## config.mk

```make
export PLATFORM = sky130hd
export DESIGN_NAME = ir_pulse_distance_receiver
export DESIGN_NICKNAME = d
export VERILOG_FILES = /design/src/hw/rtl/irpd_pkg.sv /design/src/hw/rtl/irpd_step.sv /design/src/hw/rtl/ir_pulse_distance_receiver.sv
export SDC_FILE = /design/constraint.sdc
export NUM_CORES = 1
export LEC_CHECK = 0
export ABC_CLOCK_PERIOD_IN_PS = 3900
export BUFFER_PORTS_ARGS = -buffer_cell sky130_fd_sc_hd__buf_2
export CELL_PAD_IN_SITES_DETAIL_PLACEMENT = 1
export CELL_PAD_IN_SITES_GLOBAL_PLACEMENT = 2
export CORE_MARGIN = 3
export CORE_UTILIZATION = 38
export DETAILED_ROUTE_END_ITERATION = 8
export PLACE_DENSITY_LB_ADDON = 0.1
export SLEW_MARGIN = 40
export SYNTH_ARGS = -nofsm -noshare
export SYNTH_HDL_FRONTEND = slang
export SYNTH_SLANG_ARGS = --single-unit
```

## constraint.sdc

```tcl
create_clock -name clock -period 3.9 [get_ports clock]
set_input_delay 0.195 -clock clock [delete_from_list [all_inputs] [get_ports clock]]
set_output_delay 0.195 -clock clock [all_outputs]
set_load 0.05 [all_outputs]
```

## src/hw/rtl/irpd_pkg.sv

```systemverilog
// ----------------------------------------------------------------------------
// IR pulse-distance receiver package
// Shared types, constants and helpers for the receiver and its step logic.
// ----------------------------------------------------------------------------
package irpd_pkg;

   localparam int           FRAME_BYTES     = 6;
   localparam logic [3:0]   FRAME_BYTES_CNT = 4'(FRAME_BYTES);
   localparam logic [5:0]   CNT_MAX         = 6'd63;
   localparam logic [5:0]   DATA_HIGH_LIMIT = 6'd8;
   localparam logic [3:0]   BITS_PER_BYTE   = 4'd8;
   localparam int           CSR_AW          = 3;
   localparam int           CSR_DW          = 6;

   // Register indexes
   localparam logic [CSR_AW-1:0] REG_LEADER_LOW_MIN  = 3'd0;
   localparam logic [CSR_AW-1:0] REG_LEADER_LOW_MAX  = 3'd1;
   localparam logic [CSR_AW-1:0] REG_LEADER_HIGH_MIN = 3'd2;
   localparam logic [CSR_AW-1:0] REG_LEADER_HIGH_MAX = 3'd3;
   localparam logic [CSR_AW-1:0] REG_BIT_LOW_MAX     = 3'd4;
   localparam logic [CSR_AW-1:0] REG_ZERO_HIGH_MIN   = 3'd5;
   localparam logic [CSR_AW-1:0] REG_ZERO_HIGH_MAX   = 3'd6;
   localparam logic [CSR_AW-1:0] REG_ONE_HIGH_MIN    = 3'd7;

   // Register reset values
   localparam logic [CSR_DW-1:0] RST_LEADER_LOW_MIN  = 6'd15;
   localparam logic [CSR_DW-1:0] RST_LEADER_LOW_MAX  = 6'd25;
   localparam logic [CSR_DW-1:0] RST_LEADER_HIGH_MIN = 6'd35;
   localparam logic [CSR_DW-1:0] RST_LEADER_HIGH_MAX = 6'd45;
   localparam logic [CSR_DW-1:0] RST_BIT_LOW_MAX     = 6'd4;
   localparam logic [CSR_DW-1:0] RST_ZERO_HIGH_MIN   = 6'd2;
   localparam logic [CSR_DW-1:0] RST_ZERO_HIGH_MAX   = 6'd3;
   localparam logic [CSR_DW-1:0] RST_ONE_HIGH_MIN    = 6'd7;

   typedef enum logic [5:0] {
      PH_IDLE        = 6'b000001,
      PH_LEADER_LOW  = 6'b000010,
      PH_LEADER_HIGH = 6'b000100,
      PH_FIRST_LOW   = 6'b001000,
      PH_DATA        = 6'b010000,
      PH_FRAME_END   = 6'b100000
   } phase_type;

   typedef struct packed {
      phase_type   phase;
      logic [5:0]  low_ticks;
      logic [5:0]  high_ticks;
      logic [3:0]  bit_counter;
      logic [2:0]  byte_counter;
      logic [7:0]  shift_byte;
      logic        bit_taken;
      logic        ready_flag;
   } rx_state_type;

   typedef struct packed {
      logic [5:0] leader_low_min;
      logic [5:0] leader_low_max;
      logic [5:0] leader_high_min;
      logic [5:0] leader_high_max;
      logic [5:0] bit_low_max;
      logic [5:0] zero_high_min;
      logic [5:0] zero_high_max;
      logic [5:0] one_high_min;
   } cfg_type;

   typedef struct packed {
      logic        byte_valid;
      logic [7:0]  byte_value;
      logic [2:0]  byte_index;
      logic        frame_last;
      logic        frame_abort;
      logic        frame_ready;
      logic        receiving;
   } rsp_type;

   // Saturating tick counter increment
   function automatic logic [5:0] sat_inc(input logic [5:0] v);
      sat_inc = (v == CNT_MAX) ? CNT_MAX : v + 6'd1;
   endfunction

endpackage

```

## src/hw/rtl/irpd_step.sv

```systemverilog
// ----------------------------------------------------------------------------
// IR pulse-distance receiver step logic
// Next state and result for one line sample, purely combinational.
// ----------------------------------------------------------------------------
module irpd_step (
   input  irpd_pkg::rx_state_type cur_state,
   input  irpd_pkg::cfg_type      cfg,
   input  logic                   line_level,
   output irpd_pkg::rx_state_type nxt_state,
   output irpd_pkg::rsp_type      rsp
);
   import irpd_pkg::*;

   rx_state_type nxt;
   logic         abort;
   logic         valid;
   logic         last;
   logic [7:0]   val;
   logic [2:0]   idx;

   always_comb begin
      nxt   = cur_state;
      abort = 1'b0;
      valid = 1'b0;
      last  = 1'b0;
      val   = 8'd0;
      idx   = 3'd0;

      case (cur_state.phase)
         PH_IDLE: begin
            if (!line_level) begin
               nxt.low_ticks  = 6'd0;
               nxt.high_ticks = 6'd0;
               nxt.phase      = PH_LEADER_LOW;
            end
         end
         PH_LEADER_LOW: begin
            if (!line_level) begin
               nxt.low_ticks = sat_inc(cur_state.low_ticks);
               if (nxt.low_ticks > cfg.leader_low_max) abort = 1'b1;
            end else if (cur_state.low_ticks < cfg.leader_low_min) begin
               abort = 1'b1;
            end else begin
               nxt.phase = PH_LEADER_HIGH;
            end
         end
         PH_LEADER_HIGH: begin
            if (!line_level) begin
               if (cur_state.high_ticks < cfg.leader_high_min) begin
                  abort = 1'b1;
               end else begin
                  nxt.phase        = PH_FIRST_LOW;
                  nxt.bit_taken    = 1'b0;
                  nxt.bit_counter  = 4'd0;
                  nxt.byte_counter = 3'd0;
                  nxt.ready_flag   = 1'b0;
                  nxt.low_ticks    = 6'd1;
                  nxt.high_ticks   = 6'd0;
               end
            end else begin
               nxt.high_ticks = sat_inc(cur_state.high_ticks);
               if (nxt.high_ticks > cfg.leader_high_max) abort = 1'b1;
            end
         end
         PH_FIRST_LOW: begin
            if (!line_level) begin
               nxt.low_ticks = sat_inc(cur_state.low_ticks);
            end else begin
               nxt.high_ticks = 6'd1;
               nxt.phase      = PH_DATA;
            end
         end
         PH_DATA: begin
            if (!line_level) begin
               nxt.low_ticks = sat_inc(cur_state.low_ticks);
               if (nxt.low_ticks > cfg.bit_low_max) abort = 1'b1;
               // classify the high period once, on the first low tick
               if (!abort && !cur_state.bit_taken) begin
                  if (cur_state.high_ticks >= cfg.one_high_min) begin
                     nxt.shift_byte  = {cur_state.shift_byte[6:0], 1'b1};
                     nxt.bit_taken   = 1'b1;
                     nxt.bit_counter = cur_state.bit_counter + 4'd1;
                  end else if (cur_state.high_ticks >= cfg.zero_high_min &&
                               cur_state.high_ticks <= cfg.zero_high_max) begin
                     nxt.shift_byte  = {cur_state.shift_byte[6:0], 1'b0};
                     nxt.bit_taken   = 1'b1;
                     nxt.bit_counter = cur_state.bit_counter + 4'd1;
                  end else begin
                     abort = 1'b1;
                  end
               end
               nxt.high_ticks = 6'd0;
               if (!abort && nxt.bit_counter >= BITS_PER_BYTE) begin
                  nxt.bit_counter = 4'd0;
                  valid           = 1'b1;
                  val             = nxt.shift_byte;
                  idx             = cur_state.byte_counter;
                  if ({1'b0, cur_state.byte_counter} + 4'd1 >= FRAME_BYTES_CNT) begin
                     last           = 1'b1;
                     nxt.phase      = PH_FRAME_END;
                     nxt.ready_flag = 1'b1;
                  end
                  nxt.byte_counter = cur_state.byte_counter + 3'd1;
               end
            end else begin
               nxt.high_ticks = sat_inc(cur_state.high_ticks);
               if (nxt.high_ticks > DATA_HIGH_LIMIT) abort = 1'b1;
               nxt.bit_taken = 1'b0;
               nxt.low_ticks = 6'd0;
            end
         end
         default: begin
            nxt.phase = PH_IDLE;
         end
      endcase

      if (abort) nxt.phase = PH_IDLE;
   end

   assign nxt_state        = nxt;
   assign rsp.byte_valid   = valid;
   assign rsp.byte_value   = val;
   assign rsp.byte_index   = idx;
   assign rsp.frame_last   = last;
   assign rsp.frame_abort  = abort;
   assign rsp.frame_ready  = nxt.ready_flag;
   assign rsp.receiving    = (nxt.phase != PH_IDLE);

endmodule

```

## src/hw/rtl/ir_pulse_distance_receiver.sv

```systemverilog
// The result word of an accepted line sample word is registered.
// Throughput: one sample word per cycle while the result side is ready; the result register is refilled in the
// same cycle that it drains, so the stream runs back to back.
// Reset: synchronous, active high; returns the receiver to idle, clears all
// counters and flags and reloads every timing register with its default.
// ----------------------------------------------------------------------------
// IR pulse-distance receiver
// Times the leader of an infrared frame, decodes pulse-distance bits MSB
// first and emits one status word per line sample, carrying each byte.
// ----------------------------------------------------------------------------
module ir_pulse_distance_receiver (
   input  logic                          clock,
   input  logic                          reset,
   // Line sample stream
   input  logic                          req_tvalid,
   output logic                          req_tready,
   input  logic [7:0]                    req_tdata,   // [0] line_level, [7:1] zero
   // Result stream
   output logic                          rsp_tvalid,
   input  logic                          rsp_tready,
   output logic [15:0]                   rsp_tdata,   // [0] byte_valid, [8:1] byte_value,
                                                      // [11:9] byte_index,
                                                      // [12] frame_abort,
                                                      // [13] frame_ready,
                                                      // [14] receiving, [15] zero
   output logic                          rsp_tlast,   // frame_last
   // Timing register write port
   input  logic                          csr_we,
   input  logic [irpd_pkg::CSR_AW-1:0]   csr_addr,
   input  logic [irpd_pkg::CSR_DW-1:0]   csr_wdata
);
   import irpd_pkg::*;

   rx_state_type state_ff, state_in;
   cfg_type      cfg_ff, cfg_in;
   rsp_type      rsp_ff, rsp_in;
   logic         rsp_valid_ff, rsp_valid_in;
   logic         req_accept;

   // Take a new sample whenever the result slot is empty or drains this cycle
   assign req_tready = !rsp_valid_ff || rsp_tready;
   assign req_accept = req_tvalid && req_tready;

   irpd_step u_step (
      .cur_state  (state_ff),
      .cfg        (cfg_ff),
      .line_level (req_tdata[0]),
      .nxt_state  (state_in),
      .rsp        (rsp_in)
   );

   // Timing registers: write the addressed one, hold the rest
   always_comb begin
      cfg_in = cfg_ff;
      if (csr_we) begin
         case (csr_addr)
            REG_LEADER_LOW_MIN:  cfg_in.leader_low_min  = csr_wdata;
            REG_LEADER_LOW_MAX:  cfg_in.leader_low_max  = csr_wdata;
            REG_LEADER_HIGH_MIN: cfg_in.leader_high_min = csr_wdata;
            REG_LEADER_HIGH_MAX: cfg_in.leader_high_max = csr_wdata;
            REG_BIT_LOW_MAX:     cfg_in.bit_low_max     = csr_wdata;
            REG_ZERO_HIGH_MIN:   cfg_in.zero_high_min   = csr_wdata;
            REG_ZERO_HIGH_MAX:   cfg_in.zero_high_max   = csr_wdata;
            REG_ONE_HIGH_MIN:    cfg_in.one_high_min    = csr_wdata;
            default:             cfg_in = cfg_ff;
         endcase
      end
   end

   always_ff @(posedge clock) begin
      if (reset) begin
         cfg_ff.leader_low_min  <= RST_LEADER_LOW_MIN;
         cfg_ff.leader_low_max  <= RST_LEADER_LOW_MAX;
         cfg_ff.leader_high_min <= RST_LEADER_HIGH_MIN;
         cfg_ff.leader_high_max <= RST_LEADER_HIGH_MAX;
         cfg_ff.bit_low_max     <= RST_BIT_LOW_MAX;
         cfg_ff.zero_high_min   <= RST_ZERO_HIGH_MIN;
         cfg_ff.zero_high_max   <= RST_ZERO_HIGH_MAX;
         cfg_ff.one_high_min    <= RST_ONE_HIGH_MIN;
      end else begin
         cfg_ff <= cfg_in;
      end
   end

   // Receiver state advances only on an accepted sample word
   always_ff @(posedge clock) begin
      if (reset) begin
         state_ff.phase        <= PH_IDLE;
         state_ff.low_ticks    <= 6'd0;
         state_ff.high_ticks   <= 6'd0;
         state_ff.bit_counter  <= 4'd0;
         state_ff.byte_counter <= 3'd0;
         state_ff.shift_byte   <= 8'd0;
         state_ff.bit_taken    <= 1'b0;
         state_ff.ready_flag   <= 1'b0;
      end else if (req_accept) begin
         state_ff <= state_in;
      end
   end

   // Result slot: fill on accept, drop once taken
   assign rsp_valid_in = req_accept || (rsp_valid_ff && !rsp_tready);

   always_ff @(posedge clock) begin
      if (reset) begin
         rsp_valid_ff <= 1'b0;
      end else begin
         rsp_valid_ff <= rsp_valid_in;
      end
   end

   always_ff @(posedge clock) begin
      if (req_accept) begin
         rsp_ff <= rsp_in;
      end
   end

   assign rsp_tvalid = rsp_valid_ff;
   assign rsp_tlast  = rsp_ff.frame_last;
   assign rsp_tdata  = {1'b0, rsp_ff.receiving, rsp_ff.frame_ready, rsp_ff.frame_abort,
                        rsp_ff.byte_index, rsp_ff.byte_value, rsp_ff.byte_valid};

`ifndef NO_ASSERTIONS
   // An abort suppresses any byte of the same tick
   assert property (@(posedge clock) disable iff (reset)
      rsp_valid_ff |-> !(rsp_ff.byte_valid && rsp_ff.frame_abort))
      else $error("byte presented on an aborted tick");

   // The last byte of a frame sits at the final index
   assert property (@(posedge clock) disable iff (reset)
      (rsp_valid_ff && rsp_ff.frame_last) |->
         (rsp_ff.byte_valid && ({1'b0, rsp_ff.byte_index} + 4'd1 == FRAME_BYTES_CNT)))
      else $error("frame_last on a word that is not the final byte");

   // Closing byte moves the receiver to its end phase
   assert property (@(posedge clock) disable iff (reset)
      (req_accept && rsp_in.frame_last) |=> (state_ff.phase == PH_FRAME_END))
      else $error("frame end not entered after last byte");

   // Status bits of a held word track the live state
   assert property (@(posedge clock) disable iff (reset)
      rsp_valid_ff |-> (rsp_ff.receiving == (state_ff.phase != PH_IDLE) &&
                        rsp_ff.frame_ready == state_ff.ready_flag))
      else $error("result status out of step with receiver state");
`endif

endmodule

```

Yosys cells after proc, flatten, opt, wreduce, memory -nomap -nowiden
Index checks and enable logic that the tools add are counted.
- logic and storage cells: 158
- memories kept: 0
- bits in read-only memories: 0
- RAM bits: 0
- latch bits: 0
- input port bits: 22
- register bits after elaboration: 100
- multiplexer cells: 57
- add/sub/neg operators: 5
- reductions and logical operators: 33
- equal/unequal tests: 25
- shift operators: 0
- divide/modulo/power cells: 0
- $mul: 0
- bitwise gates (word level): 3
- $lt $le $gt $ge: 11
- operator list (cell ; count):
    two-way mux 6 bit ; 12
    one-hot mux 6 bit (4 select lines) ; 2
    one-hot mux 6 bit (5 select lines) ; 1
    two-way mux 9 bit ; 3
    two-way mux 25 bit ; 1
    two-way mux 12 bit ; 2
    two-way mux 1 bit ; 22
    two-way mux 4 bit ; 5
    greater-than comparator 6 bit ; 3
    two-way mux 18 bit ; 1
    AND reduction 6 bit ; 3
    AND reduction 2 bit ; 8
    two-way mux 15 bit ; 1
    two-way mux 7 bit ; 2
    one-hot mux 7 bit (2 select lines) ; 1
    adder 6 x 1 -> 6 bit (second input constant) ; 2
    equality test 3 bit (second input constant) ; 4
    equality test 6 bit (second input constant) ; 2
    >= comparator 6 bit ; 2
    less-than comparator 6 bit ; 2
    != test 2 bit (second input constant) ; 6
    AND reduction 5 bit ; 2
    nonzero test 4 bit ; 2
    equality test 3 x 2 -> 1 bit (second input constant) ; 2
    30 further kinds ; 43

Logic depth before layout (Yosys ltp)
Gate-level depths: netlist of the first run.
- word-level depth: 18
- depth in mapped cells: 15
- depth with buffers taken out: 14

Hierarchy
From an unflattened synthesis of the first run, not the netlist that was laid out.
- cell total of the unflattened synthesis: 744
- area, all modules: 6321.1 um^2
- by module, submodules not included (module ; cells each ; area an instance (um^2) ; seq. area each (um^2) ; instances):
    ir_pulse_distance_receiver ; 355 ; 3742.3 ; 2162.1 ; 1
    irpd_step ; 389 ; 2578.7 ; 0.0 ; 1

Worst setup path before layout of the first run
OpenSTA, ideal clock, no wires.
- path kind: reg2reg
- from: register state_ff[23] (netlist bit)
- to: register state_ff[13] (netlist bit)
- period minus slack after synthesis: 3.194 ns
- cell stages (with the launch flop): 14
- path buffers: 1
- setup slack: 0.706 ns
- arrival: 3.103 ns
- path through: dfxtp_1 > ha_1 > nand2_1 > nor2_1 > or2_2 > ha_1 > nor2b_1 > o21a_1 > o31a_1 > or2_0 > buf_2 > a2111oi_4 > a21oi_2 > a311oi_1
- cells in the longest elaborated chain, start to end: 16
- elaborated cells between the ends (all ways): 23
- RTL lines (element ; RTL line ; text):
    start: declaration ; ir_pulse_distance_receiver.sv:34 ; rx_state_type state_ff, state_in;
    start signal: assignment ; ir_pulse_distance_receiver.sv:97 ; state_ff <= state_in;
    adder 6 x 1 -> 6 bit or equality test 6 bit (tied branches) ; irpd_pkg.sv:78 ; sat_inc = (v == CNT_MAX) ? CNT_MAX : v + 6'd1;
    two-way mux 6 bit * ; irpd_pkg.sv:78 ;
    greater-than comparator 6 bit * ; irpd_step.sv:76 ; if (nxt.low_ticks > cfg.bit_low_max) abort = 1'b1;
    two-way mux 1 bit * ; irpd_step.sv:76 ;
    two-way mux 1 bit * ; irpd_step.sv:74 ; if (!line_level) begin
    two-way mux 1 bit * ; irpd_step.sv:29 ; case (cur_state.phase)
    zero test 1 bit or two-way mux 1 bit (tied branches) ; irpd_step.sv:78, irpd_step.sv:83 ;
    logical AND 1 bit or two-way mux 1 bit (tied branches) ; irpd_step.sv:78, irpd_step.sv:79 ;
    two-way mux 4 bit or two-way mux 1 bit (tied branches) ; irpd_step.sv:78 ; if (!abort && !cur_state.bit_taken) begin
    two-way mux 4 bit or two-way mux 1 bit (tied branches) ; irpd_step.sv:74 ;
    two-way mux 4 bit or two-way mux 1 bit (tied branches) ; irpd_step.sv:29 ;
    >= comparator 4 bit or zero test 1 bit (tied branches) ; irpd_step.sv:93 ; if (!abort && nxt.bit_counter >= BITS_PER_BYTE) begin
    logical AND 1 bit ; irpd_step.sv:93 ;
    two-way mux 7 bit * ; irpd_step.sv:93 ;
    two-way mux 15 bit * ; irpd_step.sv:74 ;
    one-hot mux 7 bit (2 select lines) * ; irpd_step.sv:29 ;
Mark *: on every way between the ends. The rest lies on a longest branch, timed or not. The select of a mux whose other input is x is not followed.
A chain may end at the register's enable or synchronous reset.

Worst setup path in the final report of the first run
- from: register state_ff[24] (netlist bit)
- to: register rsp_ff, in the netlist rsp_tdata[7] (data pin)
- cells in the longest elaborated chain, start to end: 15
- elaborated cells between the ends (all ways): 23
- RTL lines (element ; RTL line ; text):
    adder 6 x 1 -> 6 bit or equality test 6 bit (tied branches) ; irpd_pkg.sv:78 ;
    two-way mux 6 bit * ; irpd_pkg.sv:78 ;
    greater-than comparator 6 bit * ; irpd_step.sv:76 ;
    two-way mux 1 bit * ; irpd_step.sv:76 ;
    two-way mux 1 bit * ; irpd_step.sv:74 ;
    two-way mux 1 bit * ; irpd_step.sv:29 ;
    zero test 1 bit or two-way mux 1 bit (tied branches) ; irpd_step.sv:78, irpd_step.sv:83 ;
    logical AND 1 bit or two-way mux 1 bit (tied branches) ; irpd_step.sv:78, irpd_step.sv:79 ;
    two-way mux 4 bit or two-way mux 1 bit (tied branches) ; irpd_step.sv:78 ;
    two-way mux 4 bit or two-way mux 1 bit (tied branches) ; irpd_step.sv:74 ;
    two-way mux 4 bit or two-way mux 1 bit (tied branches) ; irpd_step.sv:29 ;
    >= comparator 4 bit or zero test 1 bit (tied branches) ; irpd_step.sv:93 ;
    logical AND 1 bit ; irpd_step.sv:93 ;
    NOT 1 bit (no line) ; n/a ;
    OR reduction 3 bit (no line) ; n/a ;
    end signal: assignment ; ir_pulse_distance_receiver.sv:114 ; rsp_ff <= rsp_in;
    end: declaration ; ir_pulse_distance_receiver.sv:36 ; rsp_type rsp_ff, rsp_in;
Marks and branches as above.

==> impl_metrics.tcl, run 1 <==
set metrics [dict create \
    critPathMaxFanout 10 \
    vdd_drop_max_mv 0.187 \
    antenna_left 0 \
    p_switching_w 0.000567 \
    first_global_vias 4985 \
    multi_input_area_um2 3330 \
    grt_max_degree 40 \
    gp_congestion 0.804 \
    routed_wl_um 15700 \
    cts.repair.resized 0 \
    synth_top_area_frac 0.289 \
    fin_crit_sh 0.915 \
    initial_core_util 0.395 \
    fin_skew_ps 11.2 \
    synthCells 671 \
    clock_sinks 100 \
    setup_viol 0 \
    wl_per_cell_um 17.7 \
    dp_hpwl_um 11700 \
    worstSetupStartpointType "flop" \
    cts_setup_buffers 0 \
    synth-edff-count 16 \
    cts.htree.levels 3 \
    cellInternalPower_w 0.00165 \
    end_kind "flop" \
    place_area_um2 6160 \
    tightest_slew_ps 784 \
    fillers 1767 \
    netlist_area_um2 5830 \
    first_iter_violations 201 \
    antenna_found_initial 0 \
    worst_slack_ps 331 \
    fp-row-count 44 \
    io_buffers 32 \
    clkPwrFrac 0.410 \
    cp.arrival_ps 3650 \
    cts_hold_buf 0 \
    synth_area_leaders "dfxtp_1, ha_1, edfxtp_1" \
    p_seq_frac 0.490 \
    gr-total-overflow 0 \
    fp.coreArea_um2 14800 \
    fin_setup_tns_ps 0 \
    drv_slew 0 \
    drive_above_1_share 0.109 \
    status "finished, final reports clean" \
    report.final.hold_viol_count 0 \
    nNetsFinal 767 \
    max-slew-margin-rel 0.470 \
    holdWs_ps 83.8 \
    leakagePower_nw 2.70 \
    synth.distinct_cells 72 \
    grt_pass1_wl_um 25800 \
    clkTransAtPathRegs_ps 70 \
    area_growth_pct 10.9 \
    die_area_um2 16900 \
    crit_type "reg2reg" \
    cts-buffers-inserted 9 \
    required_ps 3980 \
    hold_class "in2reg" \
    finalCriticalPeriod_ps 3570 \
    synth_area_per_cell_um2 8.69 \
    combPwrFrac 0.100 \
    via_per_inst 5.53 \
    power.density_nw_per_um2 343 \
    boundaryPins 41 \
    ys.flop_type "dfxtp_1" \
    ys_async_sr_fraction 0 \
    drt_pre_antenna_iters 4 \
    cts_root_buffer "clkbuf_16" \
    diodes 0 \
    ys_seq_area_frac 0.371 \
    clk_latency_ps 350 \
    die_x_um 130 \
    max_freq_mhz 280 \
    fin_area_um2 6460 \
    post-route-drc-count 0 \
    swShare 0.255 \
    yosysTopAreaCell "dfxtp_1" \
    rsz0062_at_grt "false" \
    maxCapViolations 0 \
    synth_fp_nets 744 \
    die_h_um 130 \
    vias 4885 \
    seq_area_um2 2160 \
    ys.warnings.count 0 \
    pre_cts_ws_ps 333 \
    grt_use_total 0.195 \
    cts_tree "yes" \
    ys_seq_elements 100 \
    cts_buffer_depth 2 \
]
area by class of cell:
type,count,share of cell area
clock buffer,11,0.0376
clock inverter,5,0.00794
inverter,60,0.0348
multi-input combinational,483,0.515
sequential,100,0.334
tap,184,0.0356
timing repair buffer,40,0.0341
state kept, by name, summed over array words and instances, names as in the netlist:
signal and cells:
cfg_ff 48, state_ff 35, rsp_tdata 15, rsp_tlast 1
rsp_tvalid 1
final timing paths:
kind / startpoint / to / slack (ps) / depth (start not counted)
hold reg to reg: cfg_ff[5] / cfg_ff[5] / 460 / 2
setup / recovery: state_ff[24] / rsp_tdata[7] / 330 / 11
hold / removal: req_tvalid / rsp_tvalid / 80 / 3
setup reg to reg: state_ff[24] / rsp_tdata[7] / 330 / 11
cell usage after synthesis (all sizes together) (8+ instances only):
cell type	number
a211o	12
a211oi	8
a21oi	41
a31oi	8
clkbuf	23
dfxtp	84
edfxtp	16
ha	51
inv	60
mux2i	44
nand2	45
nand2b	15
nand3	14
nor2	78
nor2b	21
nor3	13
o21a	10
o21ai	31
or3	8
power by group through the flow:
stage / logic (W) / clock network (W) / registers, W
2_1_floorplan: 0.000132 / 0 / 0.00114
3_3_place_gp: 0.000215 / 0 / 0.00111
3_5_place_dp: 0.000222 / 0 / 0.00111
4_1_cts: 0.000224 / 0.000941 / 0.00109
5_1_grt: 0.000246 / 0.000979 / 0.00109
6_report: 0.000221 / 0.000910 / 0.00109
through the flow:
step	util	std cells	total power, W
6_report	0.438	883	0.00222
2_1_floorplan	-	671	0.00127
3_3_place_gp	0.417	867	0.00133
4_1_cts	0.438	883	0.00225
3_5_place_dp	0.418	867	0.00133
5_1_grt	0.438	883	0.00232
cells by family (layout without fill, tap and decap cells):
| logic type | count (synthesis) | in the layout | synth area share |
|---|---|---|---|
| other | 1 | 1 | 0.000643 |
| XOR/XNOR | 4 | 4 | 0.00601 |
| buffers and inverters | 88 | 116 | 0.0590 |
| AO/OA/AOI/OAI | 149 | 149 | 0.175 |
| flip-flops | 100 | 100 | 0.371 |
| adder cells (fa/ha/maj) | 51 | 51 | 0.109 |
| AND/OR/NAND/NOR | 234 | 234 | 0.204 |
| multiplexers | 44 | 44 | 0.0756 |
critical path, stage by stage, from the launching register on:
cell     delay [ps]
dfxtp_1         400
ha_1            270
nand3_1         120
a21oi_1         320
ha_1            310
and4_1          210
o21a_1          120
o31a_1          320
or2_0           350
a21oi_2         550
mux2i_1         260
nor2_1           60
metal layers:
layer,vias up,share of wire,GRT usage
met2,48,0.48,0.328
li1,2403,-,-
met1,2421,0.49,0.265
met4,0,0.012,0.0550
met5,-,0,0
met3,13,0.023,0.0233
layout by cell type, fill, tap and decap left out, drive strengths merged, types with 11 or more instances in the layout:
master and instances:
nor2b 21, nand2b 15, a211o 12, nand3 14, mux2i 44, clkbuf 11, ha 51, dfxtp 84
nor3 13, buf 40, edfxtp 16, o21ai 31, inv 60, nand2 45, a21oi 41, nor2 78
Power figures use the tool's default switching activity.
==> run 2: changes to the inputs <==
CAP_MARGIN = 20   (was unset)
CORE_MARGIN = 1.5   (was 3)
SYNTH_HIERARCHICAL = 1   (was unset)
==> impl_metrics.tcl, run 2 <==
set metrics [dict create \
    status "finished, final reports clean" \
    drv_slew 0 \
    synth_fp_nets 818 \
    cts_buffer_depth 2 \
    routed_wl_um 17100 \
    wl_per_cell_um 17.4 \
    grt_max_degree 70 \
    placedCellCount 964 \
    drive_above_1_share 0.159 \
    ys_seq_elements 100 \
    cp_top_family "compound AO/OA/AOI/OAI gates" \
    synth_area_leaders "dfxtp_1, ha_1, edfxtp_1" \
    layout_common_cells "dfxtp_1, a21oi_1, nor2_1" \
    grt_pass1_wl_um 28200 \
    crit_slowest_cell "o32a_1" \
    ys_top_cells_by_count "a21oi_1, dfxtp_1, nor2_1, inv_1, ha_1" \
    clkTransAtPathRegs_ps 70 \
    antenna_left 0 \
    area_growth_pct 10.1 \
    fin_setup_tns_ps 0 \
    finalCriticalPeriod_ps 3580 \
    post-route-drc-count 0 \
    ys_seq_area_frac 0.342 \
    initial_core_util 0.394 \
    cts.repair.resized 0 \
    slowest_delay_ps 420 \
    critPathMaxFanout 6 \
    dp_hpwl_um 12500 \
    cts.htree.levels 3 \
    fin_skew_ps 6.52 \
    layout_commonest_cell "dfxtp_1" \
    largest_reg_flops 48 \
    via_per_inst 5.44 \
    synth.distinct_cells 69 \
    power.density_nw_per_um2 309 \
    diodes 0 \
    yosysTopAreaCell "dfxtp_1" \
    cts-buffers-inserted 9 \
    antenna_found_initial 0 \
    netlist_area_um2 6320 \
    first_iter_violations 254 \
    tightest_slew_ps 716 \
    synth-edff-count 16 \
    synth_area_per_cell_um2 8.50 \
    vdd_drop_max_mv 0.208 \
    drt_pre_antenna_iters 4 \
    vias 5323 \
    cts_setup_buffers 0 \
    max_freq_mhz 279 \
    crit_type "reg2reg" \
    ys.flop_type "dfxtp_1" \
    nNetsFinal 833 \
    leakagePower_nw 2.82 \
    hold_class "in2reg" \
    max-slew-margin-rel 0.523 \
    fp.coreArea_um2 16100 \
    fin_crit_sh 0.918 \
    die_area_um2 17400 \
    die_x_um 132 \
    io_buffers 32 \
    ys_async_sr_fraction 0 \
    fin_util 0.433 \
    clk_latency_ps 350 \
    die_h_um 132 \
    maxCapViolations 0 \
    synthCells 744 \
    stdcell_count 979 \
    cp.arrival_ps 3870 \
    cts_hold_buf 0 \
    setup_viol 0 \
    grt_use_total 0.201 \
    clock_sinks 100 \
    synth_top_area_frac 0.266 \
    end_kind "flop" \
    first_global_vias 5423 \
    crit_buf_inv 0 \
    fp-row-count 46 \
    cts_tree "yes" \
    report.final.hold_viol_count 0 \
    gr-total-overflow 0 \
    worstSetupStartpointType "flop" \
    cp_cell_sequence "ha_1 -> nand3_1 -> nor3_1 -> a21oi_2 -> ha_1 -> o21ai_0 -> nor2_1 -> o32a_1 -> or2_1 -> o31a_1 -> o21ai_2 -> nand2_2 -> o41ai_2 -> nand3_1 -> a21oi_1" \
    gp_congestion 0.806 \
    cts_root_buffer "clkbuf_16" \
    top_register "cfg_ff" \
    boundaryPins 41 \
    ys.warnings.count 6 \
    required_ps 4190 \
    rsz0062_at_grt "false" \
]
==> run 2: changes by cell type in the layout (fill, tap and decap cells not counted), moves of 8 or more <==
| cell | before | now |
|---|---|---|
| nor3_1 | 11 | 26 |
| o21ai_0 | 31 | 23 |
| nor2b_1 | 21 | 7 |
| nand2_1 | 45 | 26 |
| a21oi_1 | 39 | 83 |
| buf_4 | 8 | 20 |
| a21bo_2 | 0 | 34 |
| nand3_1 | 14 | 49 |
| mux2i_1 | 44 | 34 |
| a211o_1 | 12 | 1 |
| nor2_1 | 78 | 70 |
==> run 2: kinds of logic (layout without fill, tap and decap cells) <==
family                     Yosys count  in the layout  share of synthesized area
and+or+nand+nor                    234            234                      0.192
AOI/OAI and AO/OA                  206            206                      0.220
buffers and inverters              106            125                     0.0705
DFF                                100            100                      0.342
adders and majority gates           52             52                      0.103
muxes                               41             41                     0.0663
xor gates and xnor gates             4              4                    0.00554
other                                1              1                   0.000593
==> run 2: stage by stage <==
step                      hold slack (ps)  cell area, um2  total power [W]  worst slack (ps)
after CTS                             121            6950          0.00218               168
after global placement                474            6690          0.00133               280
after detailed placement              481            6690          0.00134               172
after floorplan                       342            6320          0.00127               752
after global routing                  150            6960          0.00224              17.6
final                                 127            6960          0.00215               319
==> run 2: path summary, 6_finish.rpt <==
check	slack (ps)	end	from	depth (start not counted)
setup / recovery	320	state_ff[13]	state_ff[24]	15
setup reg to reg	320	state_ff[13]	state_ff[24]	15
hold / removal	130	cfg_ff[18]	csr_wdata[0]	3
hold reg to reg	500	cfg_ff[14]	cfg_ff[14]	2
==> run 2: cell type report <==
| type | count | area (um2) |
|---|---|---|
| fillers | 1903 | 9100 |
| multi-input cells | 538 | 3720 |
| flip-flops and latches | 100 | 2160 |
| repair buffers | 52 | 325 |
| well taps | 216 | 270 |
| clock buffers | 13 | 250 |
| inverters | 58 | 218 |
| clock inverters | 2 | 12.5 |
==> run 2: report_power, final <==
group | switching [W] | internal [W] | leakage (nW)
Clock | 0.000390 | 0.000447 | 0.126
Combinational | 0.000169 | 0.0000634 | 1.85
Sequential | 0.0000116 | 0.00107 | 0.840
==> run 2: routing by layer <==
layer | wire [um] | part of all wire | track usage
met5 | 0 | 0 | 0
met4 | 287 | 0.017 | 0.0728
met3 | 239 | 0.014 | 0.0211
met2 | 7890 | 0.46 | 0.337
met1 | 8660 | 0.51 | 0.268
==> run 2: worst register-to-register path, cell delays in order, from the launching register on <==
cell and delay [ps]:
dfxtp_1 400, ha_1 270, nand3_1 140, nor3_1 220
a21oi_2 90, ha_1 300, o21ai_0 190, nor2_1 60
o32a_1 420, or2_1 350, o31a_1 290, o21ai_2 200
nand2_2 130, o41ai_2 210, nand3_1 100, a21oi_1 150
==> run 3: changes to the inputs <==
BUFFER_PORTS_ARGS = -buffer_cell sky130_fd_sc_hd__buf_4   (was -buffer_cell sky130_fd_sc_hd__buf_2)
CTS_CLUSTER_DIAMETER = 200   (was unset)
==> impl_metrics.tcl, run 3 (same netlist as run 2, synthesis figures left out) <==
set metrics [dict create \
    cts.repair.resized 0 \
    grt_pass1_wl_um 28300 \
    drv_slew 0 \
    vias 5377 \
    antenna_left 0 \
    max_freq_mhz 279 \
    fillers 1907 \
    io_buffers 32 \
    area_growth_pct 11.5 \
    cp_top_family "compound AO/OA/AOI/OAI gates" \
    cp_cell_sequence "ha_2 -> nand2_1 -> o21ai_1 -> ha_1 -> a211oi_2 -> nor2_1 -> o32a_1 -> or2_1 -> o31a_1 -> o21ai_2 -> a21oi_1 -> o21ai_0 -> nand3_1 -> a21oi_1" \
    cp_common_cell "a21oi_1" \
    cts_buffer_depth 2 \
    fin_crit_sh 0.918 \
    cts_tree "yes" \
    pre_cts_ws_ps 39.6 \
    fp-row-count 46 \
    fin_skew_ps 5.65 \
    post-route-drc-count 0 \
    cts_hold_buf 0 \
    layout_common_cells "dfxtp_1, a21oi_1, nor2_1" \
    slowest_delay_ps 410 \
    worst_slack_ps 318 \
    grt_max_degree 92 \
    required_ps 4180 \
    end_kind "flop" \
    nNetsFinal 830 \
    layout_commonest_cell "dfxtp_1" \
    dp_hpwl_um 12300 \
    status "finished, final reports clean" \
    die_area_um2 17400 \
    gp_congestion 0.789 \
    largest_reg_flops 48 \
    clk_latency_ps 350 \
    cts.htree.levels 3 \
    via_per_inst 5.50 \
    clock_sinks 100 \
    grt_use_total 0.202 \
    crit_slowest_cell "dfxtp_1" \
    power.density_nw_per_um2 316 \
    max-slew-margin-rel 0.498 \
    leakagePower_nw 2.85 \
    diodes 0 \
    crit_type "reg2reg" \
    clkTransAtPathRegs_ps 70 \
    cts_root_buffer "clkbuf_16" \
    boundaryPins 41 \
    vdd_drop_max_mv 0.212 \
    fp.coreArea_um2 16100 \
    cp.arrival_ps 3870 \
    drt_pre_antenna_iters 4 \
    fin_setup_tns_ps 0 \
    top_register "cfg_ff" \
    cts_setup_buffers 0 \
    cts-buffers-inserted 9 \
    initial_core_util 0.394 \
    crit_buf_inv 0 \
    critPathMaxFanout 6 \
    first_global_vias 5458 \
    report.final.hold_viol_count 0 \
    gr-total-overflow 0 \
    wl_per_cell_um 17.5 \
    holdWs_ps 106 \
    rsz0062_at_grt "false" \
    routed_wl_um 17100 \
    drive_above_1_share 0.160 \
    die_x_um 132 \
    tightest_slew_ps 753 \
    worstSetupStartpointType "flop" \
    setup_viol 0 \
    finalCriticalPeriod_ps 3580 \
    hold_class "in2reg" \
    antenna_found_initial 0 \
    die_h_um 132 \
    maxCapViolations 0 \
    first_iter_violations 240 \
]
## run 3: changes by cell type in the layout (fill, tap and decap cells not counted), sizes merged
cell,previous run,this run
buf,52,49
clkbuf,13,14
clkinvlp,1,0
inv,58,59
## run 3: worst paths after layout
path	from	to	slack [ps]	cells past startpoint
min reg2reg	cfg_ff[41]	cfg_ff[41]	500	2
min	csr_wdata[0]	cfg_ff[18]	110	3
max	state_ff[24]	state_ff[12]	320	14
max reg2reg	state_ff[24]	state_ff[12]	320	14
## run 3: area by class of cell
| class | count | area [um2] | area share |
|---|---|---|---|
| Multi-Input combinational cell | 538 | 3730 | 0.529 |
| Sequential cell | 100 | 2160 | 0.307 |
| Timing Repair Buffer | 49 | 372 | 0.0527 |
| Clock buffer | 14 | 285 | 0.0405 |
| Tap cell | 216 | 270 | 0.0383 |
| Inverter | 58 | 218 | 0.0309 |
| Clock inverter | 2 | 15.0 | 0.00213 |
## run 3: routing by layer
layer,track usage,part of all wire,vias up
met5,0,0,-
met4,0.0636,0.013,0
met3,0.0281,0.018,13
met2,0.338,0.47,48
met1,0.269,0.50,2648
li1,-,-,2668
## run 3: through the flow
stage / power (W) / area, um2 / utilization / cells
after global placement: 0.00134 / 6730 / 0.419 / 961
after floorplan: 0.00127 / 6320 / - / 744
after CTS: 0.00226 / 7040 / 0.438 / 977
after detailed placement: 0.00135 / 6740 / 0.420 / 961
after global routing: 0.00233 / 7050 / 0.439 / 977
final: 0.00223 / 7050 / 0.439 / 977
## run 3: power by group
| part | internal (W) | switching, W | total (W) |
|---|---|---|---|
| sequential | 0.00107 | 0.0000123 | 0.00108 |
| clock | 0.000509 | 0.000398 | 0.000908 |
| combinational | 0.0000708 | 0.000168 | 0.000239 |
| total | 0.00165 | 0.000579 | 0.00223 |
## run 3: worst reg2reg max path, stage by stage (launching register included)
cell and delay [ps]:
dfxtp_1 410, ha_2 270, nand2_1 80, o21ai_1 290, ha_1 330, a211oi_2 190
nor2_1 70, o32a_1 410, or2_1 360, o31a_1 300, o21ai_2 210, a21oi_1 150
o21ai_0 210, nand3_1 100, a21oi_1 150
